==> src/hdl/assert_macros.svh <==
// assertion helpers shared by the rtl files
`ifndef ASSERT_MACROS_SVH
`define ASSERT_MACROS_SVH

// property holds at every edge outside reset
`define ASSERT_ALWAYS(label, clk, rst_n, prop, msg) \
    label: assert property (@(posedge clk) disable iff (!rst_n) (prop)) \
        else $error(msg);

// consequent holds in the cycle after the antecedent
`define ASSERT_NEXT(label, clk, rst_n, ante, cons, msg) \
    label: assert property (@(posedge clk) disable iff (!rst_n) (ante) |=> (cons)) \
        else $error(msg);

`endif

==> src/hdl/spiwr_pkg.sv <==
package spiwr_pkg;

    // default frame length in bits
    localparam int WORD_BITS_DEF = 32;

    // fixed port widths
    localparam int IN_WORD_W  = 32;
    localparam int IN_USER_W  = 1;
    localparam int OUT_DATA_W = 8;

    // sequencer phases, one-hot
    typedef enum logic [6:0] {
        PH_STOP     = 7'b0000001,
        PH_CS_DOWN  = 7'b0000010,
        PH_DATA     = 7'b0000100,
        PH_CLK_UP   = 7'b0001000,
        PH_HOLD     = 7'b0010000,
        PH_CLK_DOWN = 7'b0100000,
        PH_CS_UP    = 7'b1000000
    } phase_t;

    // input mode codes
    localparam logic MODE_TICK    = 1'b0;
    localparam logic MODE_REQUEST = 1'b1;

    // result word, chip_select_n in bit 0
    typedef struct packed {
        logic pending;
        logic busy_res;
        logic serial_out;
        logic serial_clock;
        logic chip_select_n;
    } res_t;

    // handshake between output stage and sequencer
    typedef struct packed {
        logic step;
    } ctrl_t;

endpackage

==> src/hdl/spiwr_seq.sv <==
`include "assert_macros.svh"

module spiwr_seq #(
    parameter int WORD_BITS = spiwr_pkg::WORD_BITS_DEF
) (
    input  logic                             clk,
    input  logic                             rst_n,
    input  spiwr_pkg::ctrl_t                 ctrl,
    input  logic                             mode,
    input  logic [spiwr_pkg::IN_WORD_W-1:0]  word_in,
    output spiwr_pkg::res_t                  res
);
    import spiwr_pkg::*;

    localparam int BIT_W  = (WORD_BITS > 1) ? $clog2(WORD_BITS) : 1;
    localparam int COPY_W = (WORD_BITS < IN_WORD_W) ? WORD_BITS : IN_WORD_W;

    phase_t                 phase_reg, phase_next;
    logic [WORD_BITS-1:0]   shift_word_reg, shift_word_next;
    logic [BIT_W-1:0]       bit_pos_reg, bit_pos_next;
    logic [WORD_BITS-1:0]   held_word_reg, held_word_next;
    logic                   held_valid_reg, held_valid_next;
    logic                   cs_n_reg, cs_n_next;
    logic                   sclk_reg, sclk_next;
    logic                   sdo_reg, sdo_next;
    logic [WORD_BITS-1:0]   load_word;
    logic                   busy;

    // frame word from the input, upper bits zero when the frame is wider
    always_comb
    begin
        load_word = '0;
        load_word[COPY_W-1:0] = word_in[COPY_W-1:0];
    end

    // sequencer is running in any phase but stopped
    always_comb
    begin
        case (phase_reg)
            PH_CS_DOWN, PH_DATA, PH_CLK_UP, PH_HOLD, PH_CLK_DOWN, PH_CS_UP: busy = 1'b1;
            default: busy = 1'b0;
        endcase
    end

    // next state for one word
    always_comb
    begin
        phase_next      = phase_reg;
        shift_word_next = shift_word_reg;
        bit_pos_next    = bit_pos_reg;
        held_word_next  = held_word_reg;
        held_valid_next = held_valid_reg;
        cs_n_next       = cs_n_reg;
        sclk_next       = sclk_reg;
        sdo_next        = sdo_reg;
        if (mode == MODE_REQUEST)
        begin
            if (busy)
            begin
                held_word_next  = load_word;
                held_valid_next = 1'b1;
            end
            else
            begin
                shift_word_next = load_word;
                phase_next      = PH_CS_DOWN;
            end
        end
        else
        begin
            case (phase_reg)
                PH_CS_DOWN:
                begin
                    cs_n_next    = 1'b0;
                    bit_pos_next = BIT_W'(WORD_BITS - 1);
                    phase_next   = PH_DATA;
                end
                PH_DATA:
                begin
                    sdo_next   = shift_word_reg[bit_pos_reg];
                    phase_next = PH_CLK_UP;
                end
                PH_CLK_UP:
                begin
                    sclk_next  = 1'b1;
                    phase_next = PH_HOLD;
                end
                PH_HOLD:
                begin
                    phase_next = PH_CLK_DOWN;
                end
                PH_CLK_DOWN:
                begin
                    sclk_next = 1'b0;
                    if (bit_pos_reg == '0)
                    begin
                        phase_next = PH_CS_UP;
                    end
                    else
                    begin
                        bit_pos_next = bit_pos_reg - 1'b1;
                        phase_next   = PH_DATA;
                    end
                end
                PH_CS_UP:
                begin
                    cs_n_next = 1'b1;
                    if (held_valid_reg)
                    begin
                        shift_word_next = held_word_reg;
                        held_valid_next = 1'b0;
                        phase_next      = PH_CS_DOWN;
                    end
                    else
                    begin
                        phase_next = PH_STOP;
                    end
                end
                default:
                begin
                    phase_next = PH_STOP;
                end
            endcase
        end
    end

    // result reflects the state after this word
    always_comb
    begin
        res.chip_select_n = cs_n_next;
        res.serial_clock  = sclk_next;
        res.serial_out    = sdo_next;
        res.busy_res      = (phase_next != PH_STOP);
        res.pending       = held_valid_next;
    end

    // control state
    always_ff @(posedge clk or negedge rst_n)
    begin
        if (!rst_n)
        begin
            phase_reg      <= PH_STOP;
            shift_word_reg <= '0;
            bit_pos_reg    <= '0;
            held_valid_reg <= 1'b0;
            cs_n_reg       <= 1'b1;
            sclk_reg       <= 1'b0;
            sdo_reg        <= 1'b0;
        end
        else if (ctrl.step)
        begin
            phase_reg      <= phase_next;
            shift_word_reg <= shift_word_next;
            bit_pos_reg    <= bit_pos_next;
            held_valid_reg <= held_valid_next;
            cs_n_reg       <= cs_n_next;
            sclk_reg       <= sclk_next;
            sdo_reg        <= sdo_next;
        end
    end

    // holding slot, no reset
    always_ff @(posedge clk)
    begin
        if (ctrl.step)
        begin
            held_word_reg <= held_word_next;
        end
    end

    `ASSERT_ALWAYS(a_pending_only_busy, clk, rst_n, !held_valid_reg || (phase_reg != PH_STOP), "holding slot full while sequencer stopped")
    `ASSERT_ALWAYS(a_clk_high_phase, clk, rst_n, !sclk_reg || (phase_reg == PH_HOLD) || (phase_reg == PH_CLK_DOWN), "serial clock high outside hold or clock-down phase")
    `ASSERT_ALWAYS(a_cs_high_stopped, clk, rst_n, (phase_reg != PH_STOP) || cs_n_reg, "chip select low while stopped")

endmodule

==> src/hdl/spiwr_obuf.sv <==
`include "assert_macros.svh"

module spiwr_obuf (
    input  logic                              clk,
    input  logic                              rst_n,
    input  logic                              in_valid,
    output logic                              in_ready,
    output spiwr_pkg::ctrl_t                  ctrl,
    input  spiwr_pkg::res_t                   res,
    output logic                              out_valid,
    input  logic                              out_ready,
    output logic [spiwr_pkg::OUT_DATA_W-1:0]  out_data
);
    import spiwr_pkg::*;

    logic out_valid_reg, out_valid_next;
    res_t res_reg;

    // take a new word whenever the result slot is free or being drained
    assign in_ready  = !out_valid_reg || out_ready;
    assign ctrl.step = in_valid && in_ready;

    always_comb
    begin
        out_valid_next = out_valid_reg;
        if (ctrl.step)
        begin
            out_valid_next = 1'b1;
        end
        else if (out_ready)
        begin
            out_valid_next = 1'b0;
        end
    end

    // result valid flag
    always_ff @(posedge clk or negedge rst_n)
    begin
        if (!rst_n)
        begin
            out_valid_reg <= 1'b0;
        end
        else
        begin
            out_valid_reg <= out_valid_next;
        end
    end

    // result payload
    always_ff @(posedge clk)
    begin
        if (ctrl.step)
        begin
            res_reg <= res;
        end
    end

    assign out_valid = out_valid_reg;
    assign out_data  = OUT_DATA_W'(res_reg);

    `ASSERT_NEXT(a_step_gives_result, clk, rst_n, ctrl.step, out_valid_reg, "accepted word left no result")

endmodule

==> src/hdl/three_wire_spi_write_serializer_top.sv <==
// channel  | dir | fields
// s_axis   | in  | tuser: mode; tdata: word_in[31:0]
// m_axis   | out | tdata: chip_select_n, serial_clock, serial_out, busy_res, pending
//
// one word in per cycle while the result register is free or drained, its result registered and shown the next cycle
// every input word (tick or request) gives exactly one result word
// s_axis_tready stays high while the result register is empty or drained
// rst_n is asynchronous: sequencer pins reset to select high, clock low, data low
// a stalled result holds; the sequencer only moves on accepted words

module three_wire_spi_write_serializer_top #(
    parameter int WORD_BITS = spiwr_pkg::WORD_BITS_DEF
) (
    input  logic                              clk,
    input  logic                              rst_n,
    input  logic                              s_axis_tvalid,
    output logic                              s_axis_tready,
    input  logic [spiwr_pkg::IN_WORD_W-1:0]   s_axis_tdata,   // word_in
    input  logic [spiwr_pkg::IN_USER_W-1:0]   s_axis_tuser,   // mode
    output logic                              m_axis_tvalid,
    input  logic                              m_axis_tready,
    // chip_select_n, serial_clock, serial_out, busy_res, pending, zero pad
    output logic [spiwr_pkg::OUT_DATA_W-1:0]  m_axis_tdata
);
    import spiwr_pkg::*;

    ctrl_t ctrl;
    res_t  res;

    // frame sequencer and holding slot
    spiwr_seq #(
        .WORD_BITS (WORD_BITS)
    ) u_seq (
        .clk     (clk),
        .rst_n   (rst_n),
        .ctrl    (ctrl),
        .mode    (s_axis_tuser[0]),
        .word_in (s_axis_tdata),
        .res     (res)
    );

    // result register and handshake
    spiwr_obuf u_obuf (
        .clk       (clk),
        .rst_n     (rst_n),
        .in_valid  (s_axis_tvalid),
        .in_ready  (s_axis_tready),
        .ctrl      (ctrl),
        .res       (res),
        .out_valid (m_axis_tvalid),
        .out_ready (m_axis_tready),
        .out_data  (m_axis_tdata)
    );

endmodule

==> config.mk <==
export PLATFORM = sky130hd
export DESIGN_NAME = three_wire_spi_write_serializer_top
export DESIGN_NICKNAME = d
export VERILOG_FILES = /design/src/hdl/spiwr_pkg.sv /design/src/hdl/spiwr_seq.sv /design/src/hdl/spiwr_obuf.sv /design/src/hdl/three_wire_spi_write_serializer_top.sv
export VERILOG_INCLUDE_DIRS = /design/src /design/src/hdl
export SDC_FILE = /design/constraint.sdc
export NUM_CORES = 1
export LEC_CHECK = 0
export BUFFER_PORTS_ARGS = -buffer_cell sky130_fd_sc_hd__buf_2
export CORE_MARGIN = 4
export CORE_UTILIZATION = 50
export DETAILED_ROUTE_END_ITERATION = 10
export PLACE_DENSITY = 0.75
export SETUP_SLACK_MARGIN = 0.1
export SLEW_MARGIN = 20
export SYNTH_ARGS = -nofsm -noshare
export SYNTH_HDL_FRONTEND = slang
export SYNTH_SLANG_ARGS = --single-unit
==> constraint.sdc <==
create_clock -name clk -period 3.73 [get_ports clk]
set_input_delay 0.373 -clock clk [delete_from_list [all_inputs] [get_ports clk]]
set_output_delay 0.373 -clock clk [all_outputs]
set_load 0.02 [all_outputs]
==> results.py, run 1 <==
metrics = {
    "power": {
        "ir_drop_uv": 288,
        "p_seq_share_pct": 53.2,
        "power.switching_uw": 761,
        "pwr_density_cell_nw_per_um2": 542,
        "power_frac_comb_pct": 23.4,
        "p_leak_nw": 1.78,
        "p_clk_share_pct": 23.4,
        "swShare_pct": 30.9,
        "internal-power_mw": 1.70,
    },
    "global_routing": {
        "grt_max_degree": 50,
        "overflow": 0,
        "grt_pass1_vias": 2547,
        "grt_pass1_wl_um": 12400,
        "grt_util_all_layers_pct": 15.8,
        "antenna_found_initial": 0,
    },
    "place": {
        "placed_cell_area_um2": 4370,
        "place.gp.congestion": 0.800,
        "dpl_worst_slack_ns": 1.29,
        "dp_hpwl_um": 5180,
        "placed_cells": 439,
        "portBuffers": 43,
    },
    "yosys": {
        "synth-async-reset-ratio_pct": 57.0,
        "synth_cells": 307,
        "synth_ff_type": "dfrtp_1",
        "ys_types": 43,
        "synth_warnings": 0,
        "synth_top_area_share_pct": 28.8,
        "netlist_area_um2": 4080,
        "synth-edff-count": 37,
        "synth.most_common_cell": "dfrtp_1",
        "yosys-top-cells-count": "dfrtp_1 (47), edfxtp_1 (37), mux2_2 (36), mux2_1 (34)",
        "yosysTopAreaCell": "dfrtp_1",
        "avgSynthCellArea_um2": 13.3,
        "seq_area_frac_synth_pct": 57.4,
        "ys_seq_elements": 86,
        "synth.area.top_cells": "dfrtp_1 (29%), edfxtp_1 (27%), mux2_2 (9.9%)",
    },
    "hold_path": {
        "min_path_type": "input pin to asynchronous set/reset pin",
    },
    "setup_path": {
        "r2r_end": "u_seq.shift_word_reg[15]",
        "slowest_stage": "dfrtp_1",
        "max_stage_delay_ns": 0.65,
        "crit_required_ns": 3.96,
        "crit_fanout": 17,
        "critPathArrivalTime_ns": 2.56,
        "start_kind": "flop",
        "worstPathCellList": "nor2_1 -> a221oi_2 -> o31ai_4 -> a221oi_4 -> buf_4 -> mux2_1",
        "cp-end-kind": "flop",
        "reg2reg_from": "u_seq.phase_reg[1]",
        "path_class": "flop to flop",
        "crit_family": "compound AO/OA/AOI/OAI gates",
        "rrSetupSlack_ns": 1.39,
        "ff2ff_path_depth": 6,
        "critPathBufInv": 1,
    },
    "timing": {
        "setup_viol": 0,
        "rsz0062_at_grt": "no",
        "period_needed_ns": 2.34,
        "hold_ws_ns": 0.0223,
        "fmax_mhz": 428,
        "timing_hold_violations_final": 0,
        "fin_crit_sh_pct": 62.7,
        "setup_tns_ns": 0,
        "skew_ns": 0.0123,
        "worst-slew-pin-transition_ns": 0.839,
        "drv_slew": 0,
        "relSlewSlack_pct": 44.1,
        "setup_ws_ns": 1.39,
    },
    "status": {
        "status": "finished clean",
    },
    "final_layout": {
        "post-route-cell-area_um2": 4540,
        "syn_to_final_growth_pct": 11.2,
        "fin_nets": 387,
        "insertedDiodeCount": 0,
        "finalNonFillerCells": 455,
        "drive_gt1_share_pct": 29.7,
    },
    "route": {
        "top_layer": "met4",
        "route.met3.wl_um": 293,
        "dr.pass1.iters": 4,
        "totalWireLength_um": 7270,
        "vias": 2506,
        "met1_length_um": 3440,
        "ant_nets": 0,
        "vias_per_cell": 5.51,
        "detail_route.wl_per_cell_um": 16.0,
        "drc": 0,
        "drtIter0Drc": 136,
        "met2_length_um": 3460,
    },
    "clock_network": {
        "htree_levels": 3,
        "postCtsSetupBuffers": 0,
        "cts_max_path_buffers": 2,
        "cts_hold_buf": 0,
        "cts-resized-gates": 0,
        "clk_latency_ns": 0.35,
        "cts_tree": "done",
        "clk_pin_slew_ns": 0.08,
        "cts-root-buf": "clkbuf_8",
        "cts_buffers": 9,
        "cts_sinks": 86,
    },
    "floorplanning": {
        "start_util_pct": 52.0,
        "io_pins": 47,
        "dieArea_um2": 9670,
        "core-area_um2": 7850,
        "rows": 32,
        "chipWidth_um": 98.3,
        "die_y_um": 98.3,
    },
    "run": {
        "maxCapViolations": 0,
    },
}
-- layout by cell type, fill, tap and decap left out, drive strengths merged, types with 3 or more instances in the layout --
| cell type | n |
|---|---|
| inv | 12 |
| buf | 48 |
| dfrtp | 47 |
| clkbuf | 11 |
| xor2 | 3 |
| mux2i | 12 |
| mux2 | 70 |
| nor2b | 5 |
| nor2 | 12 |
| nor3 | 5 |
| clkinvlp | 3 |
| o21ai | 9 |
| conb | 3 |
| nand2 | 12 |
| nand2b | 6 |
| a22oi | 7 |
| a21oi | 7 |
| nand3 | 7 |
| nand4 | 4 |
| edfxtp | 37 |
| nor4 | 5 |
-- per-layer routing --
layer	GRT usage, %	vias to the layer above
met3	3.93	11
met1	21.8	1240
li1	-	1207
met2	25.0	48
met5	0	-
met4	4.10	0
-- kinds of logic after synthesis --
kind of cell             after synthesis  synth area share [%]
AO/OA/AOI/OAI                         39                  7.30
multiplexers                          82                  22.3
adder cells (fa/ha/maj)                2                 0.613
XOR/XNOR                               3                 0.644
AND/OR/NAND/NOR                       63                  8.19
buffers and inverters                 31                  3.53
flip-flops                            86                  57.4
other                                  1                0.0919
-- worst max path at each step --
stage,slack [ns],cells after the start,from,to
after global routing,1.24,5,u_seq.phase_reg[4],u_seq.shift_word_reg[14]
after global placement,1.36,6,s_axis_tuser,u_seq.held_word_reg[14]
after CTS,1.37,6,u_seq.phase_reg[1],u_seq.shift_word_reg[15]
after detailed placement,1.29,6,s_axis_tuser,u_seq.held_word_reg[15]
after floorplan,0.61,6,u_seq.phase_reg[3],u_seq.held_word_reg[0]
final,1.39,6,u_seq.phase_reg[1],u_seq.shift_word_reg[15]
-- worst register-to-register path, stage by stage, from the launching register on --
cell and delay (ns):
dfrtp_1 0.65, nor2_1 0.13, a221oi_2 0.35, o31ai_4 0.13, a221oi_4 0.30, buf_4 0.30
mux2_1 0.36
-- per-stage QoR --
| step | total power [mW] | utilization (%) |
|---|---|---|
| floorplan | 1.74 | - |
| global placement | 1.88 | 55.6 |
| detailed placement | 1.91 | 55.6 |
| CTS | 2.48 | 57.8 |
| global route | 2.61 | 57.8 |
| finish | 2.46 | 57.8 |
-- area by class of cell --
cell class	count	area, um^2
well taps	102	128
clock inverters	5	36.3
repair buffers	48	255
multi-input cells	192	1610
flip-flops and latches	86	2340
clock buffers	11	131
inverters	11	41.3
fillers	661	3310
-- power groups by stage --
stage	sequential [mW]	combinational (mW)	clock, mW
final	1.31	0.575	0.575
after global routing	1.34	0.643	0.633
after CTS	1.31	0.583	0.588
after detailed placement	1.33	0.580	0
after global placement	1.32	0.560	0
after floorplan	1.27	0.471	0
No activity file was read; power rests on OpenSTA's default activity.
==> run 2, diff against run 1 <==
--- a/config.mk
+++ b/config.mk
@@ -10,7 +10,7 @@
 export CORE_MARGIN = 4
 export CORE_UTILIZATION = 50
 export DETAILED_ROUTE_END_ITERATION = 10
-export PLACE_DENSITY = 0.75
+export PLACE_DENSITY = 0.78
 export SETUP_SLACK_MARGIN = 0.1
 export SLEW_MARGIN = 20
 export SYNTH_ARGS = -nofsm -noshare
==> constraint.sdc (replaced) <==
create_clock -name clk -period 2.1 [get_ports clk]
set_input_delay 0.21 -clock clk [delete_from_list [all_inputs] [get_ports clk]]
set_output_delay 0.21 -clock clk [all_outputs]
set_load 0.02 [all_outputs]
==> results.py, run 2 (synthesis gave the netlist of run 1 again) <==
metrics = {
    "timing": {
        "timing_hold_violations_final": 0,
        "relSlewSlack_pct": 61.4,
        "worst-slew-pin-transition_ns": 0.579,
        "setup_viol": 32,
        "fmax_mhz": 462,
        "setup_ws_ns": -0.0662,
        "period_needed_ns": 2.17,
        "fin_crit_sh_pct": 103,
        "rsz0062_at_grt": "yes",
        "skew_ns": 0.0101,
        "drv_slew": 0,
    },
    "final_layout": {
        "fillers": 569,
        "post-route-cell-area_um2": 5130,
        "fin_nets": 415,
        "syn_to_final_growth_pct": 25.8,
        "insertedDiodeCount": 0,
        "multi_input_area_um2": 1800,
        "final_common_cell": "buf_2",
        "regArea_um2": 2350,
        "drive_gt1_share_pct": 47.0,
        "layout_common_cells": "buf_2 (43), dfrtp_1 (42), edfxtp_1 (37)",
    },
    "global_routing": {
        "antenna_found_initial": 0,
        "overflow": 0,
        "grt_max_degree": 27,
        "grt_pass1_wl_um": 13700,
        "grt_util_all_layers_pct": 17.5,
        "grt_pass1_vias": 2780,
    },
    "route": {
        "vias": 2710,
        "drc": 0,
        "totalWireLength_um": 8590,
        "vias_per_cell": 5.61,
        "detail_route.wl_per_cell_um": 17.8,
        "drtIter0Drc": 155,
        "dr.pass1.iters": 6,
        "ant_nets": 0,
    },
    "status": {
        "violations": "setup timing",
        "status": "complete, but fails checks",
    },
    "power": {
        "pwr_density_cell_nw_per_um2": 998,
        "ir_drop_uv": 603,
        "p_leak_nw": 2.10,
    },
    "setup_path": {
        "cp-end-kind": "flop",
        "worstPathCellList": "xor2_1 -> a221oi_2 -> o31ai_4 -> a221oi_4 -> buf_6 -> clkbuf_16 -> mux2_4",
        "start_kind": "flop",
        "crit_required_ns": 2.33,
        "crit_fanout": 6,
        "critPathArrivalTime_ns": 2.40,
        "ff2ff_path_depth": 7,
        "r2r_end": "u_seq.shift_word_reg[2]",
        "startpoint": "u_seq.phase_reg[3]",
        "slowest_stage": "dfrtp_2",
        "max_stage_delay_ns": 0.46,
        "reg2reg_from": "u_seq.phase_reg[3]",
        "rrSetupSlack_ns": -0.07,
        "path_class": "flop to flop",
    },
    "floorplanning": {
        "io_pins": 47,
        "core-area_um2": 7850,
        "chipWidth_um": 98.3,
        "die_y_um": 98.3,
        "rows": 32,
        "start_util_pct": 52.0,
        "dieArea_um2": 9670,
    },
    "place": {
        "portBuffers": 43,
        "place.gp.congestion": 0.799,
        "dp_hpwl_um": 5700,
        "dpl_worst_slack_ns": -0.0400,
        "placed_cell_area_um2": 4680,
    },
    "clock_network": {
        "cts_tree": "done",
        "clk_latency_ns": 0.35,
        "cts-root-buf": "clkbuf_8",
        "clk_pin_slew_ns": 0.09,
        "cts_sinks": 86,
        "htree_levels": 3,
        "cts_buffers": 9,
        "cts_max_path_buffers": 2,
    },
    "hold_path": {
        "min_from": "s_axis_tdata[9]",
        "min_to": "u_seq.held_word_reg[9]",
        "min_path_type": "input pin to flop",
        "min_path_cells": 1,
    },
    "run": {
        "maxCapViolations": 0,
    },
}
==> run 2: layer usage <==
metal / GRT usage [%] / vias up / part of all wire, % / wire [um]
met3: 4.07 / 10 / 4.6 / 393
met2: 28.9 / 68 / 51 / 4350
met1: 23.6 / 1372 / 44 / 3760
met4: 4.31 / 0 / 1.1 / 93
met5: 0 / - / 0 / 0
li1: - / 1260 / - / -
==> run 2: final cells by class <==
cell class / instances / area share, %
Clock buffer: 9 / 2.41
Sequential cell: 86 / 45.7
Clock inverter: 7 / 1.90
Tap cell: 102 / 2.49
Inverter: 11 / 0.805
Timing Repair Buffer: 76 / 11.6
Multi-Input combinational cell: 192 / 35.1
==> run 2: power by group <==
| part | leakage, nW | internal, mW | switching (mW) |
|---|---|---|---|
| combinational | 1.08 | 0.838 | 0.652 |
| clock | 0.107 | 0.674 | 0.596 |
| sequential | 0.912 | 2.09 | 0.269 |
==> run 2: worst max-delay path by stage <==
| stage | depth (start not counted) | end |
|---|---|---|
| 3_3_place_gp | 6 | u_seq.shift_word_reg[10] |
| 4_1_cts | 7 | u_seq.shift_word_reg[28] |
| 5_1_grt | 7 | u_seq.shift_word_reg[28] |
| 6_report | 7 | u_seq.shift_word_reg[2] |
| 2_1_floorplan | 6 | u_seq.held_word_reg[0] |
| 3_5_place_dp | 8 | u_seq.held_word_reg[15] |
==> run 2: worst max-delay path, delay by kind of cell (launching register included) <==
family,cells,cell delay [ns]
DFF,1,0.46
AOI/OAI and AO/OA,3,0.77
muxes,1,0.30
xor gates and xnor gates,1,0.18
buffers and inverters,2,0.34
==> run 2: repair_timing <==
item | CTS | global route
hold buffers | 1 | 0
hold endpoints to repair | 21 | 0
buffers inserted | 5 | 2
pin swaps | 3 | 5
gates cloned | 1 | 2
setup endpoints to repair | 66 | 70
resized for setup | 10 | 15
==> run 2: through the flow <==
step | util (%) | hold slack, ns | total power [mW] | TNS, ns | cells
final | 65.4 | 0.0398 | 5.12 | -1.35 | 483
after floorplan | - | -0.0856 | 3.29 | -3.64 | 309
after global placement | 59.7 | 0.236 | 3.65 | -0.0214 | 457
after detailed placement | 59.7 | 0.239 | 3.71 | -1.40 | 457
after CTS | 63.7 | 0.0323 | 5.00 | -0.143 | 479
after global routing | 65.4 | 0.0241 | 5.37 | -5.53 | 483
==> run 3, diff against run 2 <==
--- a/config.mk
+++ b/config.mk
@@ -11,7 +11,6 @@
 export CORE_UTILIZATION = 50
 export DETAILED_ROUTE_END_ITERATION = 10
 export PLACE_DENSITY = 0.78
-export SETUP_SLACK_MARGIN = 0.1
 export SLEW_MARGIN = 20
 export SYNTH_ARGS = -nofsm -noshare
 export SYNTH_HDL_FRONTEND = slang
==> results.py, run 3 (synthesis gave the netlist of run 1 again) <==
metrics = {
    "route": {
        "vias": 2690,
        "ant_nets": 0,
        "vias_per_cell": 5.55,
        "drc": 0,
        "dr.pass1.iters": 5,
        "totalWireLength_um": 8350,
        "drtIter0Drc": 190,
        "detail_route.wl_per_cell_um": 17.2,
    },
    "setup_path": {
        "start_kind": "flop",
        "path_class": "flop to flop",
        "crit_fanout": 7,
        "critPathArrivalTime_ns": 2.38,
        "cp-end-kind": "flop",
        "crit_required_ns": 2.34,
    },
    "run": {
        "maxCapViolations": 0,
    },
    "global_routing": {
        "antenna_found_initial": 0,
        "grt_max_degree": 29,
        "grt_pass1_vias": 2779,
        "grt_pass1_wl_um": 13600,
        "grt_util_all_layers_pct": 17.9,
        "overflow": 0,
    },
    "power": {
        "ir_drop_uv": 452,
        "p_clk_share_pct": 20.5,
        "pwr_density_cell_nw_per_um2": 951,
        "p_leak_nw": 2.07,
        "internal-power_mw": 3.33,
        "power_frac_comb_pct": 30.5,
        "p_seq_share_pct": 49.1,
        "power_mw": 4.79,
        "power.switching_mw": 1.46,
        "swShare_pct": 30.5,
    },
    "clock_network": {
        "cts-root-buf": "clkbuf_8",
        "cts_sinks": 86,
        "cts_buffers": 9,
        "cts_tree": "done",
        "clk_pin_slew_ns": 0.08,
        "htree_levels": 3,
        "cts_max_path_buffers": 2,
        "clk_latency_ns": 0.36,
    },
    "final_layout": {
        "drive_gt1_share_pct": 45.7,
        "fin_nets": 417,
        "post-route-cell-area_um2": 5030,
        "multi_input_area_um2": 1770,
        "insertedDiodeCount": 0,
        "regArea_um2": 2350,
        "layout_common_cells": "buf_2 (43), dfrtp_1 (42), edfxtp_1 (37)",
        "finalNonFillerCells": 485,
        "fillers": 593,
        "final_common_cell": "buf_2",
        "syn_to_final_growth_pct": 23.4,
    },
    "floorplanning": {
        "rows": 32,
        "chipWidth_um": 98.3,
        "dieArea_um2": 9670,
        "core-area_um2": 7850,
        "io_pins": 47,
        "start_util_pct": 52.0,
        "die_y_um": 98.3,
    },
    "hold_path": {
        "min_path_type": "input pin to flop",
    },
    "timing": {
        "fin_crit_sh_pct": 102,
        "drv_slew": 0,
        "period_needed_ns": 2.14,
        "setup_ws_ns": -0.0371,
        "worst-slew-pin-transition_ns": 0.532,
        "timing_hold_violations_final": 0,
        "skew_ns": 0.00802,
        "fmax_mhz": 468,
        "hold_ws_ns": 0.0369,
        "rsz0062_at_grt": "yes",
        "relSlewSlack_pct": 64.6,
        "setup_viol": 37,
        "setup_tns_ns": -0.472,
    },
    "place": {
        "portBuffers": 43,
        "placed_cells": 460,
        "placed_cell_area_um2": 4670,
        "dp_hpwl_um": 5660,
        "place.gp.congestion": 0.833,
    },
    "status": {
        "status": "complete, but fails checks",
        "violations": "setup timing",
    },
}
## run 3: cell types whose count changed in the layout (fill, tap and decap cells not counted), moves of 2 or more
cell and delta:
clkbuf_16 -2, clkinv_2 +3, clkbuf_1 +2, nor3_1 +2
buf_4 +3, bufinv_16 -2, clkinv_4 -2, nor3_2 -2
## run 3: power groups by stage
stage,combinational [mW],clock (mW),sequential [mW]
2_1_floorplan,0.954,0,2.27
3_3_place_gp,1.26,0,2.34
3_5_place_dp,1.30,0,2.35
4_1_cts,1.41,0.992,2.32
5_1_grt,1.58,1.08,2.39
6_report,1.46,0.980,2.35
## run 3: worst max-delay path: stages, from the launching register on
cell and delay, ns:
dfrtp_2 0.45, xor2_1 0.16, a221oi_2 0.30, o31ai_4 0.11, a221oi_4 0.37, buf_6 0.19
buf_12 0.14, mux2_4 0.30
## run 3: what timing repair did
| action | in CTS | in global routing |
|---|---|---|
| setup buffers | 6 | 1 |
| pin swaps | 6 | 5 |
| setup endpoints to repair | 64 | 71 |
| hold buffers | 1 | 0 |
| hold endpoints to repair | 47 | 0 |
| resized for setup | 18 | 12 |
| cloned | 2 | 0 |
## run 3: final timing paths
kind                                    start                  endpoint  slack (ns)  cells past startpoint
max in group asynchronous               rst_n        u_seq.phase_reg[1]        1.39                      3
hold / removal               s_axis_tdata[11]   u_seq.held_word_reg[11]        0.04                      1
setup / recovery           u_seq.phase_reg[3]  u_seq.shift_word_reg[26]       -0.04                      7
min in group asynchronous               rst_n   u_seq.shift_word_reg[6]        0.37                      3
hold reg to reg                u_seq.sclk_reg            u_seq.sclk_reg        0.49                      1
setup reg to reg           u_seq.phase_reg[3]  u_seq.shift_word_reg[26]       -0.04                      7
## run 3: per-stage QoR
step           worst slack, ns  util (%)
6_report               -0.0371      64.2
5_1_grt                 -0.118      64.2
4_1_cts                -0.0300      63.6
3_5_place_dp           -0.0723      59.5
3_3_place_gp           -0.0221      59.5
2_1_floorplan          -0.0905         -
## run 3: final cells by class
type / instances / area share (%)
clock buffers: 11 / 2.61
inverters: 11 / 0.820
repair buffers: 78 / 11.7
multi-input cells: 192 / 35.2
clock inverters: 5 / 0.522
well taps: 102 / 2.53
flip-flops and latches: 86 / 46.6
## run 3: metal layers
layer	GRT usage, %	share of wire (%)	up-vias
li1	-	-	1270
met1	23.3	44	1344
met2	29.1	50	63
met3	4.00	4.7	13
met4	7.25	1.7	0
met5	0	0	-
